$ cat src/rtl/lps_pkg.sv
`default_nettype none

package lps_pkg;

  localparam int SENSOR_COUNT = 8;
  localparam int SIDX_W       = (SENSOR_COUNT > 1) ? $clog2(SENSOR_COUNT) : 1;
  localparam int WEIGHT_STEP  = 10;
  localparam int SUM_MAX      = WEIGHT_STEP * SENSOR_COUNT * (SENSOR_COUNT + 1) / 2;
  localparam int SUM_W        = $clog2(SUM_MAX + 1);
  localparam int CNT_W        = $clog2(SENSOR_COUNT + 1);
  localparam int DCNT_W       = (SUM_W > 1) ? $clog2(SUM_W) : 1;

  localparam int POS_W  = 7;
  localparam int SPD_W  = 7;
  localparam int GAIN_W = 12;
  localparam int ERR_W  = 8;
  localparam int DIF_W  = 9;
  localparam int INT_W  = 24;
  localparam int PROD_W = GAIN_W + 1 + DIF_W;
  localparam int ACC_W  = 26;
  localparam int FRAC_W = 6;
  localparam int TD_W   = ACC_W - FRAC_W;
  localparam int SD_W   = TD_W + 1;
  localparam int OUT_W  = 8;

  localparam int CFG_IDX_W  = 3;
  localparam int CFG_DATA_W = 12;

  localparam int ANGLE_MAX = 90;
  localparam int DRIVE_MAX = 100;

  localparam logic [POS_W-1:0]  SETPOINT_RST   = POS_W'(45);
  localparam logic [SPD_W-1:0]  BASE_SPEED_RST = SPD_W'(95);
  localparam logic [GAIN_W-1:0] SERVO_KP_RST   = GAIN_W'(118);
  localparam logic [GAIN_W-1:0] SERVO_KI_RST   = GAIN_W'(0);
  localparam logic [GAIN_W-1:0] SERVO_KD_RST   = GAIN_W'(640);
  localparam logic [GAIN_W-1:0] DRIVE_KP_RST   = GAIN_W'(230);
  localparam logic [GAIN_W-1:0] DRIVE_KI_RST   = GAIN_W'(0);
  localparam logic [GAIN_W-1:0] DRIVE_KD_RST   = GAIN_W'(192);

  typedef enum logic [CFG_IDX_W-1:0] {
    CFG_SETPOINT   = 3'd0,
    CFG_BASE_SPEED = 3'd1,
    CFG_SERVO_KP   = 3'd2,
    CFG_SERVO_KI   = 3'd3,
    CFG_SERVO_KD   = 3'd4,
    CFG_DRIVE_KP   = 3'd5,
    CFG_DRIVE_KI   = 3'd6,
    CFG_DRIVE_KD   = 3'd7
  } cfg_idx_e;

  typedef struct packed {
    logic [POS_W-1:0]  setpoint;
    logic [SPD_W-1:0]  base_speed;
    logic [GAIN_W-1:0] servo_kp;
    logic [GAIN_W-1:0] servo_ki;
    logic [GAIN_W-1:0] servo_kd;
    logic [GAIN_W-1:0] drive_kp;
    logic [GAIN_W-1:0] drive_ki;
    logic [GAIN_W-1:0] drive_kd;
  } cfg_t;

  typedef enum logic {
    ALU_DIV = 1'b0,
    ALU_MAC = 1'b1
  } alu_op_e;

  typedef struct packed {
    alu_op_e                  op;
    logic signed [ACC_W-1:0]  acc;
    logic [GAIN_W-1:0]        mul_a;
    logic signed [DIF_W-1:0]  mul_b;
    logic [CNT_W-1:0]         rem;
    logic [SUM_W-1:0]         dvd;
    logic [CNT_W-1:0]         den;
  } alu_req_t;

  typedef struct packed {
    logic signed [ACC_W-1:0] mac;
    logic [CNT_W-1:0]        rem;
    logic [SUM_W-1:0]        dvd;
  } alu_rsp_t;

  typedef struct packed {
    logic [POS_W-1:0]        pos;
    logic signed [OUT_W-1:0] angle;
    logic signed [OUT_W-1:0] left;
    logic signed [OUT_W-1:0] right;
  } res_t;

  // Sensor idx dark (active low); indices off the array never count.
  function automatic logic dark(logic [SENSOR_COUNT-1:0] bits, int idx);
    if (idx >= 0 && idx < SENSOR_COUNT) begin
      return ~bits[SIDX_W'(idx)];
    end
    return 1'b0;
  endfunction

endpackage

`default_nettype wire

$ cat src/rtl/lps_alu.sv
`default_nettype none

// Shared unit: one restoring-division step or one signed multiply-accumulate.
module lps_alu (
  input  wire lps_pkg::alu_req_t req_i,
  output lps_pkg::alu_rsp_t      rsp_o
);

  logic [lps_pkg::CNT_W:0]                 shifted;
  logic [lps_pkg::CNT_W:0]                 trial;
  logic                                    q_bit;
  logic signed [lps_pkg::PROD_W-1:0]       prod;
  logic signed [lps_pkg::ACC_W-1:0]        mac;

  assign shifted = {req_i.rem, req_i.dvd[lps_pkg::SUM_W-1]};
  assign q_bit   = (shifted >= {1'b0, req_i.den});
  assign trial   = shifted - {1'b0, req_i.den};

  assign prod = $signed({1'b0, req_i.mul_a}) * $signed(req_i.mul_b);
  assign mac  = $signed(req_i.acc) + lps_pkg::ACC_W'(prod);

  always_comb begin
    rsp_o = '0;
    unique case (req_i.op)
      lps_pkg::ALU_DIV: begin
        rsp_o.mac = req_i.acc;
        rsp_o.rem = q_bit ? trial[lps_pkg::CNT_W-1:0] : shifted[lps_pkg::CNT_W-1:0];
        rsp_o.dvd = {req_i.dvd[lps_pkg::SUM_W-2:0], q_bit};
      end
      lps_pkg::ALU_MAC: begin
        rsp_o.mac = mac;
        rsp_o.rem = req_i.rem;
        rsp_o.dvd = req_i.dvd;
      end
    endcase
  end

endmodule

`default_nettype wire

$ cat src/rtl/lps_seq.sv
`default_nettype none

module lps_seq (
  input  wire                                  clk_i,
  input  wire                                  rst_ni,
  input  wire                                  start_i,
  input  wire [lps_pkg::SENSOR_COUNT-1:0]      bits_i,
  input  wire lps_pkg::cfg_t                   cfg_i,
  output logic                                 idle_o,
  output logic                                 res_valid_o,
  input  wire                                  res_ready_i,
  output lps_pkg::res_t                        res_o
);

  typedef enum logic [14:0] {
    ST_IDLE   = 15'h0001,
    ST_PREP   = 15'h0002,
    ST_DIV    = 15'h0004,
    ST_POS    = 15'h0008,
    ST_SINT   = 15'h0010,
    ST_SPROP  = 15'h0020,
    ST_SDER   = 15'h0040,
    ST_SOUT   = 15'h0080,
    ST_DINT   = 15'h0100,
    ST_DPROP  = 15'h0200,
    ST_DDER   = 15'h0400,
    ST_DTRUNC = 15'h0800,
    ST_DLEFT  = 15'h1000,
    ST_DRIGHT = 15'h2000,
    ST_DONE   = 15'h4000
  } state_e;

  localparam int N     = lps_pkg::SENSOR_COUNT;
  localparam int L     = N - 1;
  localparam int ACC_W = lps_pkg::ACC_W;
  localparam int TD_W  = lps_pkg::TD_W;
  localparam int SD_W  = lps_pkg::SD_W;
  localparam int OUT_W = lps_pkg::OUT_W;
  localparam int INT_W = lps_pkg::INT_W;

  localparam logic signed [ACC_W-1:0] ROUND_ADJ = ACC_W'((1 << lps_pkg::FRAC_W) - 1);
  localparam logic signed [ACC_W-1:0] INT_HI    = ACC_W'((1 << (INT_W - 1)) - 1);
  localparam logic signed [ACC_W-1:0] INT_LO    = -INT_HI - ACC_W'(1);
  localparam logic signed [TD_W-1:0]  ANG_HI    = TD_W'(lps_pkg::ANGLE_MAX);
  localparam logic signed [TD_W-1:0]  ANG_LO    = -ANG_HI;
  localparam logic signed [SD_W-1:0]  DRV_HI    = SD_W'(lps_pkg::DRIVE_MAX);
  localparam logic signed [SD_W-1:0]  DRV_LO    = -DRV_HI;

  // Q.6 to integer, truncating toward zero
  function automatic logic signed [TD_W-1:0] trunc_q6(logic signed [ACC_W-1:0] v);
    logic signed [ACC_W-1:0] adj;
    adj = v[ACC_W-1] ? v + ROUND_ADJ : v;
    return TD_W'(adj >>> lps_pkg::FRAC_W);
  endfunction

  function automatic logic signed [INT_W-1:0] sat_int(logic signed [ACC_W-1:0] v);
    if (v > INT_HI) begin
      return INT_W'(INT_HI);
    end else if (v < INT_LO) begin
      return INT_W'(INT_LO);
    end
    return INT_W'(v);
  endfunction

  function automatic logic signed [OUT_W-1:0] clamp_angle(logic signed [TD_W-1:0] v);
    if (v > ANG_HI) begin
      return OUT_W'(ANG_HI);
    end else if (v < ANG_LO) begin
      return OUT_W'(ANG_LO);
    end
    return OUT_W'(v);
  endfunction

  function automatic logic signed [OUT_W-1:0] clamp_drive(logic signed [SD_W-1:0] v);
    if (v > DRV_HI) begin
      return OUT_W'(DRV_HI);
    end else if (v < DRV_LO) begin
      return OUT_W'(DRV_LO);
    end
    return OUT_W'(v);
  endfunction

  state_e state_q, state_d;

  // control state
  logic [lps_pkg::POS_W-1:0]         last_pos_q;
  logic signed [lps_pkg::ERR_W-1:0]  prev_err_q;
  logic signed [INT_W-1:0]           si_q;
  logic signed [INT_W-1:0]           di_q;

  // working registers
  logic [N-1:0]                      bits_q;
  logic [lps_pkg::SUM_W-1:0]         dvd_q;
  logic [lps_pkg::CNT_W-1:0]         rem_q;
  logic [lps_pkg::CNT_W-1:0]         cnt_q;
  logic [lps_pkg::DCNT_W-1:0]        dcnt_q;
  logic                              hold_q;
  logic                              curve_q;
  logic [lps_pkg::POS_W-1:0]         pos_q;
  logic signed [lps_pkg::DIF_W-1:0]  dif_q;
  logic [lps_pkg::SPD_W-1:0]         speed_q;
  logic signed [ACC_W-1:0]           acc_q;
  logic signed [OUT_W-1:0]           angle_q;
  logic signed [TD_W-1:0]            td_q;
  logic signed [OUT_W-1:0]           left_q;
  logic signed [OUT_W-1:0]           right_q;

  logic [lps_pkg::SUM_W-1:0]         sum_c;
  logic [lps_pkg::CNT_W-1:0]         cnt_c;
  logic                              hold_c;
  logic                              curve_c;
  logic [lps_pkg::SUM_W+lps_pkg::POS_W-1:0] quot_ext;
  logic [lps_pkg::POS_W-1:0]         pos_c;
  logic signed [lps_pkg::ERR_W-1:0]  err_c;
  logic signed [lps_pkg::DIF_W-1:0]  dif_c;
  logic [lps_pkg::SPD_W-1:0]         speed_c;
  logic signed [SD_W-1:0]            speed_s;
  logic signed [SD_W-1:0]            lsum_c;
  logic signed [SD_W-1:0]            rsum_c;
  logic                              lovr_c;
  logic signed [OUT_W-1:0]           spd_clip;
  logic                              zero_err;

  lps_pkg::alu_req_t alu_req;
  lps_pkg::alu_rsp_t alu_rsp;

  lps_alu u_alu (
    .req_i (alu_req),
    .rsp_o (alu_rsp)
  );

  // dark-sensor weights; leftmost sensor carries the smallest weight
  always_comb begin
    sum_c = '0;
    cnt_c = '0;
    for (int i = 0; i < N; i++) begin
      if (lps_pkg::dark(bits_q, L - i)) begin
        sum_c = sum_c + lps_pkg::SUM_W'(lps_pkg::WEIGHT_STEP * (i + 1));
        cnt_c = cnt_c + lps_pkg::CNT_W'(1);
      end
    end
  end

  assign hold_c = (lps_pkg::dark(bits_q, L) && lps_pkg::dark(bits_q, L - 1)) ||
                  (lps_pkg::dark(bits_q, 0) && lps_pkg::dark(bits_q, 1)) ||
                  (lps_pkg::dark(bits_q, L) && lps_pkg::dark(bits_q, 0));
  assign curve_c = lps_pkg::dark(bits_q, L - 1) || lps_pkg::dark(bits_q, L - 2) ||
                   lps_pkg::dark(bits_q, 2) || lps_pkg::dark(bits_q, 1);

  assign quot_ext = {{lps_pkg::POS_W{1'b0}}, dvd_q};
  assign pos_c    = hold_q ? last_pos_q :
                    (cnt_q == '0) ? '0 : quot_ext[lps_pkg::POS_W-1:0];
  assign err_c    = lps_pkg::ERR_W'({1'b0, pos_c}) - lps_pkg::ERR_W'({1'b0, cfg_i.setpoint});
  assign dif_c    = lps_pkg::DIF_W'(err_c) - lps_pkg::DIF_W'(prev_err_q);
  assign speed_c  = curve_q ? (cfg_i.base_speed >> 1) : cfg_i.base_speed;

  assign speed_s  = SD_W'($signed({1'b0, speed_q}));
  assign lsum_c   = speed_s + SD_W'(td_q);
  assign rsum_c   = speed_s - SD_W'(td_q);
  assign lovr_c   = (lsum_c > DRV_HI) || (lsum_c < DRV_LO);
  assign spd_clip = (speed_q > lps_pkg::SPD_W'(lps_pkg::DRIVE_MAX)) ?
                    OUT_W'(lps_pkg::DRIVE_MAX) : OUT_W'(speed_q);
  // after the position step prev_err_q holds this transaction's error
  assign zero_err = (prev_err_q == '0);

  always_comb begin
    alu_req       = '0;
    alu_req.op    = lps_pkg::ALU_MAC;
    alu_req.rem   = rem_q;
    alu_req.dvd   = dvd_q;
    alu_req.den   = cnt_q;
    unique case (state_q)
      ST_DIV: begin
        alu_req.op = lps_pkg::ALU_DIV;
      end
      ST_SINT: begin
        alu_req.acc   = ACC_W'(si_q);
        alu_req.mul_a = cfg_i.servo_ki;
        alu_req.mul_b = dif_q;
      end
      ST_SPROP: begin
        alu_req.acc   = ACC_W'(si_q);
        alu_req.mul_a = cfg_i.servo_kp;
        alu_req.mul_b = lps_pkg::DIF_W'(prev_err_q);
      end
      ST_SDER: begin
        alu_req.acc   = acc_q;
        alu_req.mul_a = cfg_i.servo_kd;
        alu_req.mul_b = dif_q;
      end
      ST_DINT: begin
        alu_req.acc   = ACC_W'(di_q);
        alu_req.mul_a = cfg_i.drive_ki;
        alu_req.mul_b = dif_q;
      end
      ST_DPROP: begin
        alu_req.acc   = ACC_W'(di_q);
        alu_req.mul_a = cfg_i.drive_kp;
        alu_req.mul_b = lps_pkg::DIF_W'(prev_err_q);
      end
      ST_DDER: begin
        alu_req.acc   = acc_q;
        alu_req.mul_a = cfg_i.drive_kd;
        alu_req.mul_b = dif_q;
      end
      default: ;
    endcase
  end

  always_comb begin
    state_d = state_q;
    unique case (state_q)
      ST_IDLE:   if (start_i) state_d = ST_PREP;
      ST_PREP:   state_d = ST_DIV;
      ST_DIV:    if (dcnt_q == '0) state_d = ST_POS;
      ST_POS:    state_d = ST_SINT;
      ST_SINT:   state_d = ST_SPROP;
      ST_SPROP:  state_d = ST_SDER;
      ST_SDER:   state_d = ST_SOUT;
      ST_SOUT:   state_d = ST_DINT;
      ST_DINT:   state_d = ST_DPROP;
      ST_DPROP:  state_d = ST_DDER;
      ST_DDER:   state_d = ST_DTRUNC;
      ST_DTRUNC: state_d = ST_DLEFT;
      ST_DLEFT:  state_d = ST_DRIGHT;
      ST_DRIGHT: state_d = ST_DONE;
      ST_DONE:   if (res_ready_i) state_d = ST_IDLE;
      default:   state_d = ST_IDLE;
    endcase
  end

  always_ff @(posedge clk_i or negedge rst_ni) begin
    if (!rst_ni) begin
      state_q    <= ST_IDLE;
      last_pos_q <= lps_pkg::SETPOINT_RST;
      prev_err_q <= '0;
      si_q       <= '0;
      di_q       <= '0;
    end else begin
      state_q <= state_d;
      if (state_q == ST_POS) begin
        last_pos_q <= pos_c;
        prev_err_q <= err_c;
      end
      if (state_q == ST_SINT) begin
        si_q <= sat_int(alu_rsp.mac);
      end
      if (state_q == ST_SOUT && zero_err) begin
        si_q <= '0;
      end
      if (state_q == ST_DINT) begin
        di_q <= sat_int(alu_rsp.mac);
      end
      if ((state_q == ST_DLEFT && lovr_c) || (state_q == ST_DRIGHT && zero_err)) begin
        di_q <= '0;
      end
    end
  end

  always_ff @(posedge clk_i) begin
    unique case (state_q)
      ST_IDLE: begin
        if (start_i) bits_q <= bits_i;
      end
      ST_PREP: begin
        dvd_q   <= sum_c;
        cnt_q   <= cnt_c;
        rem_q   <= '0;
        dcnt_q  <= lps_pkg::DCNT_W'(lps_pkg::SUM_W - 1);
        hold_q  <= hold_c;
        curve_q <= curve_c;
      end
      ST_DIV: begin
        rem_q  <= alu_rsp.rem;
        dvd_q  <= alu_rsp.dvd;
        dcnt_q <= dcnt_q - lps_pkg::DCNT_W'(1);
      end
      ST_POS: begin
        pos_q   <= pos_c;
        dif_q   <= dif_c;
        speed_q <= speed_c;
      end
      ST_SPROP, ST_SDER, ST_DPROP, ST_DDER: begin
        acc_q <= alu_rsp.mac;
      end
      ST_SOUT: begin
        angle_q <= clamp_angle(trunc_q6(acc_q));
      end
      ST_DTRUNC: begin
        td_q <= trunc_q6(acc_q);
      end
      ST_DLEFT: begin
        left_q <= clamp_drive(lsum_c);
      end
      ST_DRIGHT: begin
        if (zero_err) begin
          left_q  <= spd_clip;
          right_q <= spd_clip;
        end else begin
          right_q <= clamp_drive(rsum_c);
        end
      end
      default: ;
    endcase
  end

  assign idle_o      = (state_q == ST_IDLE);
  assign res_valid_o = (state_q == ST_DONE);
  assign res_o       = '{pos: pos_q, angle: angle_q, left: left_q, right: right_q};

endmodule

`default_nettype wire

$ cat src/rtl/line_position_pid_steering.sv
// Line follower steering: each sensor transaction gives the dark-sensor centroid
// position, a PD(I) servo angle (clamped to +/-90) and left/right drives (clamped
// to +/-100). The block takes no new transaction until the current one is done:
// one shared divide-step / multiply-accumulate unit runs the 9-step centroid
// division and then six multiply-accumulates, one per cycle, under a small
// sequencer. The result sits in an output register, so the next transaction can
// start while it waits. Configuration is taken at any time but should only be
// written while the block is idle.
`default_nettype none

module line_position_pid_steering (
  input  wire                                   clk_i,
  input  wire                                   rst_ni,

  input  wire                                   cfg_valid_i,
  output logic                                  cfg_ready_o,
  input  wire [lps_pkg::CFG_IDX_W-1:0]          cfg_index_i,
  input  wire [lps_pkg::CFG_DATA_W-1:0]         cfg_data_i,

  input  wire                                   in_valid_i,
  output logic                                  in_stall_o,
  input  wire [lps_pkg::SENSOR_COUNT-1:0]       sensor_bits_i,

  output logic                                  out_valid_o,
  input  wire                                   out_stall_i,
  output logic [lps_pkg::POS_W-1:0]             line_position_o,
  output logic signed [lps_pkg::OUT_W-1:0]      servo_angle_o,
  output logic signed [lps_pkg::OUT_W-1:0]      left_drive_o,
  output logic signed [lps_pkg::OUT_W-1:0]      right_drive_o
);

  lps_pkg::cfg_t cfg_q;
  lps_pkg::res_t res;
  lps_pkg::res_t out_q;
  logic          seq_idle;
  logic          res_valid;
  logic          res_ready;
  logic          out_valid_q;

  assign cfg_ready_o = 1'b1;

  always_ff @(posedge clk_i or negedge rst_ni) begin
    if (!rst_ni) begin
      cfg_q.setpoint   <= lps_pkg::SETPOINT_RST;
      cfg_q.base_speed <= lps_pkg::BASE_SPEED_RST;
      cfg_q.servo_kp   <= lps_pkg::SERVO_KP_RST;
      cfg_q.servo_ki   <= lps_pkg::SERVO_KI_RST;
      cfg_q.servo_kd   <= lps_pkg::SERVO_KD_RST;
      cfg_q.drive_kp   <= lps_pkg::DRIVE_KP_RST;
      cfg_q.drive_ki   <= lps_pkg::DRIVE_KI_RST;
      cfg_q.drive_kd   <= lps_pkg::DRIVE_KD_RST;
    end else if (cfg_valid_i && cfg_ready_o) begin
      unique case (lps_pkg::cfg_idx_e'(cfg_index_i))
        lps_pkg::CFG_SETPOINT:   cfg_q.setpoint   <= cfg_data_i[lps_pkg::POS_W-1:0];
        lps_pkg::CFG_BASE_SPEED: cfg_q.base_speed <= cfg_data_i[lps_pkg::SPD_W-1:0];
        lps_pkg::CFG_SERVO_KP:   cfg_q.servo_kp   <= cfg_data_i[lps_pkg::GAIN_W-1:0];
        lps_pkg::CFG_SERVO_KI:   cfg_q.servo_ki   <= cfg_data_i[lps_pkg::GAIN_W-1:0];
        lps_pkg::CFG_SERVO_KD:   cfg_q.servo_kd   <= cfg_data_i[lps_pkg::GAIN_W-1:0];
        lps_pkg::CFG_DRIVE_KP:   cfg_q.drive_kp   <= cfg_data_i[lps_pkg::GAIN_W-1:0];
        lps_pkg::CFG_DRIVE_KI:   cfg_q.drive_ki   <= cfg_data_i[lps_pkg::GAIN_W-1:0];
        lps_pkg::CFG_DRIVE_KD:   cfg_q.drive_kd   <= cfg_data_i[lps_pkg::GAIN_W-1:0];
      endcase
    end
  end

  assign in_stall_o = !seq_idle;

  lps_seq u_seq (
    .clk_i       (clk_i),
    .rst_ni      (rst_ni),
    .start_i     (in_valid_i && !in_stall_o),
    .bits_i      (sensor_bits_i),
    .cfg_i       (cfg_q),
    .idle_o      (seq_idle),
    .res_valid_o (res_valid),
    .res_ready_i (res_ready),
    .res_o       (res)
  );

  // output slot frees up in the same cycle its transaction completes
  assign res_ready = !out_valid_q || !out_stall_i;

  always_ff @(posedge clk_i or negedge rst_ni) begin
    if (!rst_ni) begin
      out_valid_q <= 1'b0;
    end else if (res_valid && res_ready) begin
      out_valid_q <= 1'b1;
    end else if (!out_stall_i) begin
      out_valid_q <= 1'b0;
    end
  end

  always_ff @(posedge clk_i) begin
    if (res_valid && res_ready) begin
      out_q <= res;
    end
  end

  assign out_valid_o     = out_valid_q;
  assign line_position_o = out_q.pos;
  assign servo_angle_o   = out_q.angle;
  assign left_drive_o    = out_q.left;
  assign right_drive_o   = out_q.right;

endmodule

`default_nettype wire
$ cat config.mk
export PLATFORM = sky130hd
export DESIGN_NAME = line_position_pid_steering
export DESIGN_NICKNAME = d
export VERILOG_FILES = /design/src/rtl/lps_pkg.sv /design/src/rtl/lps_alu.sv /design/src/rtl/lps_seq.sv /design/src/rtl/line_position_pid_steering.sv
export SDC_FILE = /design/constraint.sdc
export NUM_CORES = 1
export LEC_CHECK = 0
export BUFFER_PORTS_ARGS = -buffer_cell sky130_fd_sc_hd__buf_4
export CAP_MARGIN = 20
export CORE_MARGIN = 2
export CORE_UTILIZATION = 55
export CTS_CLUSTER_SIZE = 12
export DETAILED_ROUTE_END_ITERATION = 12
export PLACE_DENSITY = 0.72
export SLEW_MARGIN = 0
export SYNTH_ARGS = -nofsm -noshare
export SYNTH_HDL_FRONTEND = slang
export SYNTH_HIERARCHICAL = 1
export SYNTH_SLANG_ARGS = --single-unit
$ cat constraint.sdc
create_clock -name clk_i -period 10.65 [get_ports clk_i]
set_clock_uncertainty 0.2 [all_clocks]
set_input_delay 1.065 -clock clk_i [delete_from_list [all_inputs] [get_ports clk_i]]
set_output_delay 1.065 -clock clk_i [all_outputs]
set_load 0.02 [all_outputs]
==> Word-level counts from Yosys, hierarchy flattened <==
Cells that the tools add are included.
{ "totals": {"input_bits": 28, "out_inout_bits": 34, "wordCells": 147, "reg_bits": 284} }
{ "op_classes": {"n_addsub": 7, "mux": 48, "n_lt_le_gt_ge": 9, "n_reduce_logical": 29, "multipliers": 1, "n_eq_ne": 27} }
{ "ops": {"columns": ["op", "n"], "rows": [
  ["one-hot mux 47 bit (6 select lines)", 1],
  ["one-hot mux 15 bit (15 select lines)", 1],
  ["2-to-1 mux 24 bit", 8],
  ["2-to-1 mux 8 bit", 11],
  ["one-hot mux 39 bit (2 select lines)", 1],
  ["2-to-1 mux 15 bit", 3],
  ["> comparator 21 x 8 -> 1 bit (second input constant)", 2],
  ["< comparator 21 x 8 -> 1 bit (second input constant)", 2],
  ["adder 26 x 22 -> 26 bit", 1],
  ["adder 26 x 7 -> 26 bit (second input constant)", 1],
  ["> comparator 26 x 24 -> 1 bit (second input constant)", 1],
  ["< comparator 26 x 24 -> 1 bit (second input constant)", 1],
  ["2-to-1 mux 26 bit", 1],
  ["multiplier 13 x 9 -> 22 bit", 1],
  ["adder 7 x 20 -> 21 bit", 1],
  ["subtractor 7 x 20 -> 21 bit", 1],
  ["> comparator 20 x 8 -> 1 bit (second input constant)", 1],
  ["< comparator 20 x 8 -> 1 bit (second input constant)", 1],
  ["AND reduction 2 bit", 9],
  ["2-to-1 mux 1 bit", 17],
  ["one-hot mux 4 bit (2 select lines)", 2],
  ["one-hot mux 8 bit (2 select lines)", 1],
  ["== test 15 x 1 -> 1 bit (second input constant)", 1],
  ["== test 15 x 10 -> 1 bit (second input constant)", 1],
  ["32 further kinds", 51]
]} }

==> Logic depth before layout (Yosys ltp) <==
Gate-level depths: netlist of run 1.
{ "depth": {"depth_word": 12, "mapped_depth": 36, "mapped_depth_nobuf": 31} }

==> Cells and area by module <==
Netlist of run 1, hierarchy kept.
{ "modules_own_cells": {"columns": ["mod", "seq_area_each_um2", "cells_per_inst", "n_inst", "area_per_inst_um2"], "rows": [
  ["lps_seq", 4840.9, 1021, 1, 10032.1],
  ["lps_alu", 0.0, 673, 1, 5474.0],
  ["line_position_pid_steering", 3138.0, 226, 1, 4365.4]
]} }

==> Worst setup path before layout of run 1 <==
OpenSTA, ideal clock, no wires.
{ "synth_timing": {"path_kind": "reg-to-reg", "startpoint": "reg u_seq.state_q[1]", "endpoint": "reg u_seq.di_q[14]", "synth_period_minus_slack_ns": 8.434, "arrival_time_ns": 8.162, "setup_time_ns": 0.072, "n_path_buf": 5, "path_slack_ns": 2.216, "stages_incl_launch_ff": 34, "required_time_ns": 10.378, "path_cell_list": "dfrtp_1 nor4_1 nand3_1 or3_1 or3b_2 clkbuf_1 inv_1 or3_1 buf_2 a22o_1 inv_1 clkbuf_1 nor2_1 fa_1 fa_1 fa_1 fa_1 inv_1 fa_1 inv_1 ha_1 clkbuf_1 nand4_1 nor4_1 a22o_1 a31oi_1 mux2_2 o2111ai_1 nor2_1 clkbuf_1 a21oi_1 nand2_1 o211ai_1 nor2_1"} }
{ "synth_rtl": {"columns": ["item", "line", "source"], "rows": [
  ["start, declared", "lps_seq.sv:83", "state_e state_q, state_d;"],
  ["start signal, assigned", "lps_seq.sv:240", "state_q <= state_d;"],
  ["end signal, assigned", "lps_seq.sv:252", "di_q <= sat_int(alu_rsp.mac);"],
  ["end, declared", "lps_seq.sv:89", "logic signed [INT_W-1:0] di_q;"]
]} }

==> out/results.tsv, run 1 <==
stage	metric	value	unit
floorplan	# rows	68	
pwr	Net Switching	0.755	mW
timing	number of setup violations in the final report	0	
place	Placer Congestion	0.918	
cts	post-cts sizing count	0	
grt	total track usage	0.250	
floorplan	IO Pins	62	
hold_path	HP Class	flip-flop to flip-flop	
pwr	Reg power frac	0.467	
cts	clock sinks	277	
cts	clock slew at reported path FFs	70	ps
logic_synthesis	Synth Cell Area	19100	µm²
grt	grt ovf	0	
detailed_routing	vias per cell	5.97	
detailed_routing	drt wl/cell	18.9	µm
pwr	Leak	9.29	nW
timing	Worst Tran Pin Value	1080	ps
worst_setup_path	crit-path max FO	16	
cts	Post-CTS Setup Repair Bufs	0	
timing	Max Clk Rate	0.102	GHz
worst_setup_path	Data arrival, critical path	10070	ps
cts	number of H-tree levels	1	
detailed_routing	post-route ant nets	0	
worst_setup_path	CP Capture Type	flip-flop	
floorplan	Initial Util	0.555	
grt	largest net degree at the start of global routing	91	
cells_and_area	Finished Cell Area	20800	µm²
floorplan	Die ar.	36200	µm²
place	HPWL after DPL	32.6	mm
place	placed cell area	19800	µm²
cells_and_area	Ant. Diodes	0	
pwr	power density of the placed cells	135	nW/µm²
detailed_routing	TritonRoute pass-1 iters	8	
worst_setup_path	CP delay by family, top	simple AND/OR/NAND/NOR gates	
floorplan	Die Y	190	µm
timing	final hold vios	0	
pwr	Clock power frac	0.364	
worst_setup_path	Buf/Inv on CP	7	
detailed_routing	via count	14000	
floorplan	Core ar.	34400	µm²
job	MaxCap Viol Count	0	
cells_and_area	Multi-input gate area	10300	µm²
worst_setup_path	flop2flop setup slack	800	ps
detailed_routing	DR iter-0 viols	928	
cells_and_area	ratio of cells with drive above 1 in the final layout	0.150	
cells_and_area	Layout fillers	2863	
grt	number of global-route vias before repair	14200	
timing	fin crit share	0.925	
detailed_routing	Post-Route WL	44.4	mm
worst_setup_path	slowest stage cell, crit path	or4b_2	
cells_and_area	Area Overhead vs Synth	8.88	%
pwr	VDD IR max	0.153	mV
worst_setup_path	Critical Path RT	10870	ps
cells_and_area	final net count	2081	
floorplan	die width	190	µm
timing	slew margin rel.	0.275	
timing	post-layout minimum cycle time	9850	ps
logic_synthesis	synth warn	6	
place	Port Buf Inserts	52	
grt	antenna violations before repair	0	
logic_synthesis	synthesized instance count	1860	
pwr	P_int	2.06	mW
timing	Hold WS	217	ps
cts	CTS tree	built	
cells_and_area	Finished Core Util	0.605	
cts	cts hold-fix bufs	0	
cts	Num CTS Buffers	30	
detailed_routing	Post-route DRC	0	
run_status	status	finished clean	
worst_setup_path	Worst setup SP type	flip-flop	
timing	Slew Viols, Final	0	
timing	RSZ-0062 raised after global routing	no	
pwr	Sw Share	0.268	
logic_synthesis	syn avg cell area	10.3	µm²
grt	first-pass GRT wire length	73.0	mm
cells_and_area	Storage cell area	7560	µm²
cts	CTS root buffer	clkbuf_16	
worst_setup_path	max incr delay on CP	770	ps
pwr	Logic pwr share	0.170	
timing	Sum Neg Setup Slack	0	ps
cts	Clock Latency Late Sink	600	ps
worst_setup_path	crit path kind	flip-flop to flip-flop	
cts	CTS max path bufs	3	
cell type report:
class | count | area share
multi-input cells | 1273 | 0.496
flip-flops and latches | 277 | 0.364
clock buffers | 50 | 0.0432
inverters | 207 | 0.0374
repair buffers | 75 | 0.0282
well taps | 455 | 0.0274
clock inverters | 6 | 0.00427
registers in the layout (all words and copies together) (netlist names):
name              flops
u_seq/di_q           24
servo_angle_o         8
u_seq/si_q           24
u_seq/left_q          8
u_seq/dcnt_q          4
u_seq/acc_q          26
cfg_q                85
out_valid_o           1
left_drive_o          8
u_seq/angle_q         8
u_seq/prev_err_q      8
line_position_o       7
right_drive_o         8
u_seq/state_q        15
u_seq/td_q           20
u_seq/dif_q           9
u_seq/speed_q         6
u_seq/right_q         8
worst reg2reg max path, delay by kind of cell, from the launching register on:
kind | cells | cell delay [ps]
fa+ha+maj | 6 | 2970
compound gates | 6 | 1570
flops | 1 | 440
simple gates | 12 | 3540
buf+inv | 7 | 960
layout by cell type, fill, tap and decap left out, drive strengths merged, types with 75 or more instances in the layout:
master / n
inv: 205
edfxtp: 120
a21oi: 75
fa: 92
dfrtp: 133
ha: 97
mux2: 103
nor2: 97
buf: 75
nand2: 166
per-layer routing:
layer  track usage  part of all wire  up-vias
li1              -                 -     6567
met1         0.331              0.43     6918
met2         0.424              0.49      429
met3        0.0348             0.058       65
met4        0.0865             0.029        0
met5             0                 0        -
worst paths after layout:
kind,endpoint,depth (start not counted),from
min in group asynchronous,u_seq/di_q[22],1,rst_ni
min reg2reg,servo_angle_o[7],0,u_seq/angle_q[7]
min,servo_angle_o[7],0,u_seq/angle_q[7]
max,u_seq/di_q[8],31,u_seq/state_q[1]
max reg2reg,u_seq/di_q[8],31,u_seq/state_q[1]
max in group asynchronous,u_seq/prev_err_q[7],2,rst_ni
power by group through the flow:
stage          registers, mW  logic (mW)  clock network [mW]
2_1_floorplan           1.31       0.363                   0
3_3_place_gp            1.33       0.454                   0
3_5_place_dp            1.33       0.472                   0
4_1_cts                 1.31       0.475                1.04
5_1_grt                 1.33       0.529                1.09
6_report                1.31       0.477                1.02
through the flow:
stage	setup slack [ps]	cells	total power [mW]
CTS	890	2342	2.83
detailed placement	982	2286	1.80
global placement	1140	2286	1.78
finish	803	2343	2.81
floorplan	2220	1865	1.67
global route	270	2343	2.94
Note: power is estimated with default switching activity, not from simulation.
==> inputs of run 2 (changes only) <==
==> constraint.sdc (replaced) <==
create_clock -name clk_i -period 10.65 [get_ports clk_i]
set_clock_uncertainty 0.2 [all_clocks]
set_input_delay 0.5325 -clock clk_i [delete_from_list [all_inputs] [get_ports clk_i]]
set_output_delay 0.5325 -clock clk_i [all_outputs]
set_load 0.02 [all_outputs]
==> out/results.tsv, run 2 (synthesis gave the netlist of run 1 again) <==
stage	metric	value	unit	change
worst_setup_path	max incr delay on CP	790	ps	was 770 ps
detailed_routing	DR iter-0 viols	953		was 928
timing	number of setup violations in the final report	0		unchanged
detailed_routing	routed wl met2	22.0	mm	was 21.6 mm
grt	total track usage	0.250		about the same
floorplan	Core ar.	34400	µm²	unchanged
detailed_routing	Post-Route WL	44.6	mm	was 44.4 mm
worst_setup_path	Register-to-Register Path Depth	31		unchanged
timing	Hold WS	48.1	ps	was 217 ps
cells_and_area	final net count	2079		was 2081
timing	Max Clk Rate	0.104	GHz	was 0.102 GHz
cells_and_area	Area Overhead vs Synth	8.38	%	was 8.88%
pwr	power density of the placed cells	133	nW/µm²	was 135 nW/µm²
cells_and_area	Layout fillers	2893		was 2863
grt	grt ovf	0		unchanged
floorplan	Initial Util	0.555		unchanged
detailed_routing	post-route ant nets	0		unchanged
cts	Post-CTS Setup Repair Bufs	0		unchanged
grt	antenna violations before repair	0		unchanged
place	HPWL after DPL	32.6	mm	about the same
worst_setup_path	Critical Path RT	10870	ps	about the same
detailed_routing	vias per cell	5.97		about the same
timing	RSZ-0062 raised after global routing	no		unchanged
place	Port Buf Inserts	52		unchanged
cells_and_area	ratio of cells with drive above 1 in the final layout	0.148		was 0.150
timing	Worst Tran Pin Value	1120	ps	was 1080 ps
cts	Num CTS Buffers	29		was 30
worst_setup_path	worst r2r src	u_seq/state_q[1]		unchanged
hold_path	hold path start	out_stall_i		was u_seq/angle_q[7]
cts	clock sinks	277		unchanged
timing	Slew Viols, Final	0		unchanged
cts	CTS tree	built		unchanged
cts	number of H-tree levels	1		unchanged
floorplan	die width	190	µm	unchanged
grt	largest net degree at the start of global routing	92		was 91
detailed_routing	Post-route DRC	0		unchanged
worst_setup_path	crit path kind	flip-flop to flip-flop		unchanged
cts	clock slew at reported path FFs	60	ps	was 70 ps
cts	Clock Latency Late Sink	560	ps	was 600 ps
pwr	VDD IR max	0.135	mV	was 0.153 mV
floorplan	# rows	68		unchanged
cells_and_area	commonest non-fill, non-tap cell in the layout	inv_1		unchanged
place	placed cell area	19800	µm²	about the same
timing	slew margin rel.	0.250		was 0.275
timing	final hold vios	0		unchanged
hold_path	hold path depth	3		was 0
place	Placer Congestion	0.887		was 0.918
floorplan	Die Y	190	µm	unchanged
floorplan	Die ar.	36200	µm²	unchanged
worst_setup_path	crit-path max FO	23		was 16
job	MaxCap Viol Count	0		unchanged
cells_and_area	Ant. Diodes	0		unchanged
timing	post-layout minimum cycle time	9650	ps	was 9850 ps
cells_and_area	max FFs per register	85		unchanged
cells_and_area	commonest cells after routing, fill and taps aside	inv_1, nand2_1, dfrtp_1		unchanged
worst_setup_path	CP Capture Type	flip-flop		unchanged
cells_and_area	Finished Core Util	0.602		was 0.605
detailed_routing	drt wl/cell	19.1	µm	was 18.9 µm
cts	CTS root buffer	clkbuf_16		unchanged
grt	number of global-route vias before repair	13900		was 14200
worst_setup_path	Worst setup SP type	flip-flop		unchanged
worst_setup_path	slowest stage cell, crit path	or4b_2		unchanged
hold_path	HP Class	input pin to flip-flop		was flip-flop to flip-flop
timing	fin crit share	0.906		was 0.925
worst_setup_path	Critical Path Start	u_seq/state_q[1]		unchanged
run_status	status	finished clean		unchanged
worst_setup_path	Data arrival, critical path	9870	ps	was 10070 ps
pwr	Leak	9.25	nW	was 9.29 nW
grt	first-pass GRT wire length	73.1	mm	was 73.0 mm
detailed_routing	TritonRoute pass-1 iters	6		was 8
detailed_routing	routed length on met3	2.08	mm	was 2.57 mm
timing	Sum Neg Setup Slack	0	ps	unchanged
cells_and_area	Top reg by flops	cfg_q		unchanged
cells_and_area	largest registers	cfg_q (85), u_seq/acc_q (26)		unchanged
cells_and_area	Finished Cell Area	20700	µm²	was 20800 µm²
cts	CTS max path bufs	3		unchanged
floorplan	IO Pins	62		unchanged
detailed_routing	Top Metal Used	met4		unchanged
detailed_routing	WL met1	19.3	mm	was 18.9 mm
detailed_routing	via count	14000		about the same
==> run 2: cell count changes in the layout (fill, tap and decap cells not counted), sizes merged <==
cell,change
buf,-2
clkbuf,-2
bufinv,-1
clkinv,-1
dlygate4sd3,+1
inv,+1
==> run 2: final cells by class <==
cell class	count	area, µm²	share of cell area
well taps	455	569	0.0275
flip-flops and latches	277	7560	0.365
inverters	207	777	0.0375
repair buffers	74	582	0.0281
clock buffers	48	847	0.0409
multi-input cells	1273	10300	0.498
clock inverters	5	48.8	0.00236
==> run 2: path summary, 6_finish.rpt <==
| kind | endpoint | slack, ps |
|---|---|---|
| max reg2reg | u_seq/di_q[0] | 1000 |
| min reg2reg | left_drive_o[5] | 210 |
| min in group asynchronous | u_seq/di_q[22] | 400 |
| min | out_valid_o | 50 |
| max | u_seq/di_q[0] | 1000 |
| max in group asynchronous | cfg_q[46] | 8360 |
==> run 2: through the flow <==
stage / setup WS (ps) / power [mW] / std cells
6_report: 998 / 2.75 / 2339
5_1_grt: 381 / 2.88 / 2339
4_1_cts: 1060 / 2.77 / 2338
3_5_place_dp: 1110 / 1.80 / 2284
3_3_place_gp: 1390 / 1.78 / 2284
2_1_floorplan: 2220 / 1.67 / 1865
==> run 2: what timing repair did <==
item	CTS	global route
hold endpoints to repair	79	0
gates resized for setup	0	0
hold buffers	1	0
==> run 2: metal layers <==
layer	vias up	global-route usage
met5	-	0
met4	0	0.0811
met3	75	0.0245
met2	432	0.428
met1	6912	0.336
li1	6552	-
==> run 2: critical path: cells and delay by family (launching register included) <==
kind	cells	cell delay, ps
compound gates	6	1580
fa+ha+maj	6	2940
buf+inv	7	870
flops	1	440
simple gates	12	3430
==> run 2: where the power goes <==
part           total, mW  switching, mW  internal, mW
logic              0.478          0.266         0.211
registers           1.31         0.0663          1.25
clock network      0.961          0.417         0.544
==> inputs of run 3 (changes only) <==
Clock period 10.65 ns to 10.26 ns, I/O delays scaled along.
==> out/results.tsv, run 3 (synthesis gave the netlist of run 1 again) <==
stage	metric	value	unit	change
run_status	status	finished clean		unchanged
cells_and_area	commonest non-fill, non-tap cell in the layout	inv_1		unchanged
detailed_routing	TritonRoute pass-1 iters	5		was 6
grt	met3 Use GR	0.0256		was 0.0245
worst_setup_path	flop2flop setup slack	630	ps	was 1000 ps
grt	first-pass GRT wire length	72.7	mm	was 73.1 mm
detailed_routing	via count	14100		was 14000
cells_and_area	Multi-input gate area	10300	µm²	about the same
place	HPWL after DPL	32.4	mm	was 32.6 mm
cells_and_area	largest registers	cfg_q (85), u_seq/acc_q (26)		unchanged
worst_setup_path	CP delay by family, top	simple AND/OR/NAND/NOR gates		unchanged
detailed_routing	drt wl/cell	18.9	µm	was 19.1 µm
cells_and_area	Area Overhead vs Synth	8.51	%	was 8.38%
grt	grt ovf	0		unchanged
grt	antenna violations before repair	0		unchanged
cells_and_area	commonest cells after routing, fill and taps aside	inv_1, nand2_1, dfrtp_1		unchanged
timing	final hold vios	0		unchanged
timing	RSZ-0062 raised after global routing	no		unchanged
timing	Slew Viols, Final	0		unchanged
floorplan	Initial Util	0.555		unchanged
worst_setup_path	Data arrival, critical path	9870	ps	about the same
grt	GR Util met2	0.428		about the same
cts	number of H-tree levels	1		unchanged
floorplan	Core ar.	34400	µm²	unchanged
floorplan	die width	190	µm	unchanged
floorplan	Die Y	190	µm	unchanged
cts	clock sinks	277		unchanged
detailed_routing	Post-Route WL	44.2	mm	was 44.6 mm
pwr	Leak	9.26	nW	was 9.25 nW
cells_and_area	Storage cell area	7560	µm²	unchanged
detailed_routing	Post-route DRC	0		unchanged
grt	total track usage	0.250		about the same
timing	Max Clk Rate	0.104	GHz	about the same
pwr	power density of the placed cells	139	nW/µm²	was 133 nW/µm²
timing	slew margin rel.	0.256		was 0.250
timing	Worst Tran Pin Value	1110	ps	was 1120 ps
cells_and_area	max FFs per register	85		unchanged
cts	Post-CTS Setup Repair Bufs	0		unchanged
grt	met1 global-route usage	0.332		was 0.336
place	Port Buf Inserts	52		unchanged
cts	CTS root buffer	clkbuf_16		unchanged
timing	number of setup violations in the final report	0		unchanged
worst_setup_path	crit path kind	flip-flop to flip-flop		unchanged
cells_and_area	Finished Cell Area	20700	µm²	about the same
timing	Sum Neg Setup Slack	0	ps	unchanged
timing	Hold WS	38.4	ps	was 48.1 ps
hold_path	HP Class	input pin to flip-flop		unchanged
detailed_routing	vias per cell	6.02		was 5.97
timing	fin crit share	0.939		was 0.906
grt	largest net degree at the start of global routing	81		was 92
worst_setup_path	Buf/Inv on CP	6		was 7
cells_and_area	final net count	2079		unchanged
place	Placer Congestion	0.927		was 0.887
worst_setup_path	Critical Path RT	10500	ps	was 10870 ps
cts	clock slew at reported path FFs	60	ps	about the same
worst_setup_path	CP Capture Type	flip-flop		unchanged
cells_and_area	Top reg by flops	cfg_q		unchanged
cells_and_area	Layout fillers	2855		was 2893
cts	Clock Latency Late Sink	560	ps	about the same
cts	Num CTS Buffers	30		was 29
job	MaxCap Viol Count	0		unchanged
floorplan	Die ar.	36200	µm²	unchanged
worst_setup_path	max incr delay on CP	780	ps	was 790 ps
floorplan	# rows	68		unchanged
floorplan	IO Pins	62		unchanged
pwr	VDD IR max	0.123	mV	was 0.135 mV
worst_setup_path	slowest stage cell, crit path	or4b_2		unchanged
place	placed cell area	19800	µm²	about the same
detailed_routing	DR iter-0 viols	1132		was 953
cells_and_area	Ant. Diodes	0		unchanged
cts	CTS tree	built		unchanged
worst_setup_path	crit-path max FO	48		was 23
worst_setup_path	Worst setup SP type	flip-flop		unchanged
grt	number of global-route vias before repair	14100		was 13900
detailed_routing	post-route ant nets	0		unchanged
cells_and_area	ratio of cells with drive above 1 in the final layout	0.149		was 0.148
worst_setup_path	CP most frequent cell	fa_1		
timing	post-layout minimum cycle time	9630	ps	was 9650 ps
grt	gr busiest metal	met2		unchanged
cts	CTS max path bufs	3		unchanged
-- run 3: cell count changes in the layout (fill, tap and decap cells not counted), sizes merged --
cell      before  now
clkinv         5   11
clkbuf        48   47
clkinvlp       1    0
buf           73   72
inv          206  205
-- run 3: worst paths after layout --
path	cells after the start	end	startpoint
min	2	cfg_q[69]	cfg_data_i[9]
max in group asynchronous	3	cfg_q[59]	rst_ni
max	30	u_seq/di_q[13]	u_seq/state_q[1]
min reg2reg	0	servo_angle_o[2]	u_seq/angle_q[2]
min in group asynchronous	2	u_seq/si_q[21]	rst_ni
max reg2reg	30	u_seq/di_q[13]	u_seq/state_q[1]
-- run 3: routing by layer --
layer  vias to the layer above  share of wire
li1                       6564              -
met1                      6944           0.43
met2                       500           0.49
met3                        93          0.055
met4                         0          0.030
met5                         -              0
-- run 3: repair_timing --
| action | 4_1_cts | 5_1_grt |
|---|---|---|
| hold buffers | 1 | 0 |
| resized for setup | 0 | 2 |
| setup endpoints to repair | 0 | 17 |
| hold endpoints to repair | 71 | 0 |
-- run 3: worst reg2reg max path: cells and delay by family, from the launching register on --
family,cells,cell delay [ps]
AND/OR/NAND/NOR,11,3030
buffers and inverters,6,1300
AO/OA/AOI/OAI,7,1540
flip-flops,1,430
adder cells (fa/ha/maj),6,3000
-- run 3: report_power, final --
part | switching, mW | total (mW) | internal, mW
sequential | 0.0703 | 1.37 | 1.29
clock | 0.441 | 1.01 | 0.572
combinational | 0.274 | 0.494 | 0.220
total | 0.785 | 2.87 | 2.09
-- run 3: metrics by stage --
stage | util | setup slack [ps] | cells | power, mW
2_1_floorplan | - | 1830 | 1865 | 1.74
3_3_place_gp | 0.575 | 732 | 2283 | 1.85
3_5_place_dp | 0.575 | 527 | 2283 | 1.87
4_1_cts | 0.602 | 547 | 2340 | 2.89
5_1_grt | 0.603 | 51.9 | 2341 | 3.01
6_report | 0.603 | 626 | 2341 | 2.87
-- run 3: cell type report --
cell class              count  area share
multi-input cells        1273       0.498
flip-flops and latches    277       0.365
clock buffers              47      0.0412
inverters                 207      0.0375
repair buffers             73      0.0277
well taps                 455      0.0275
clock inverters             9     0.00308
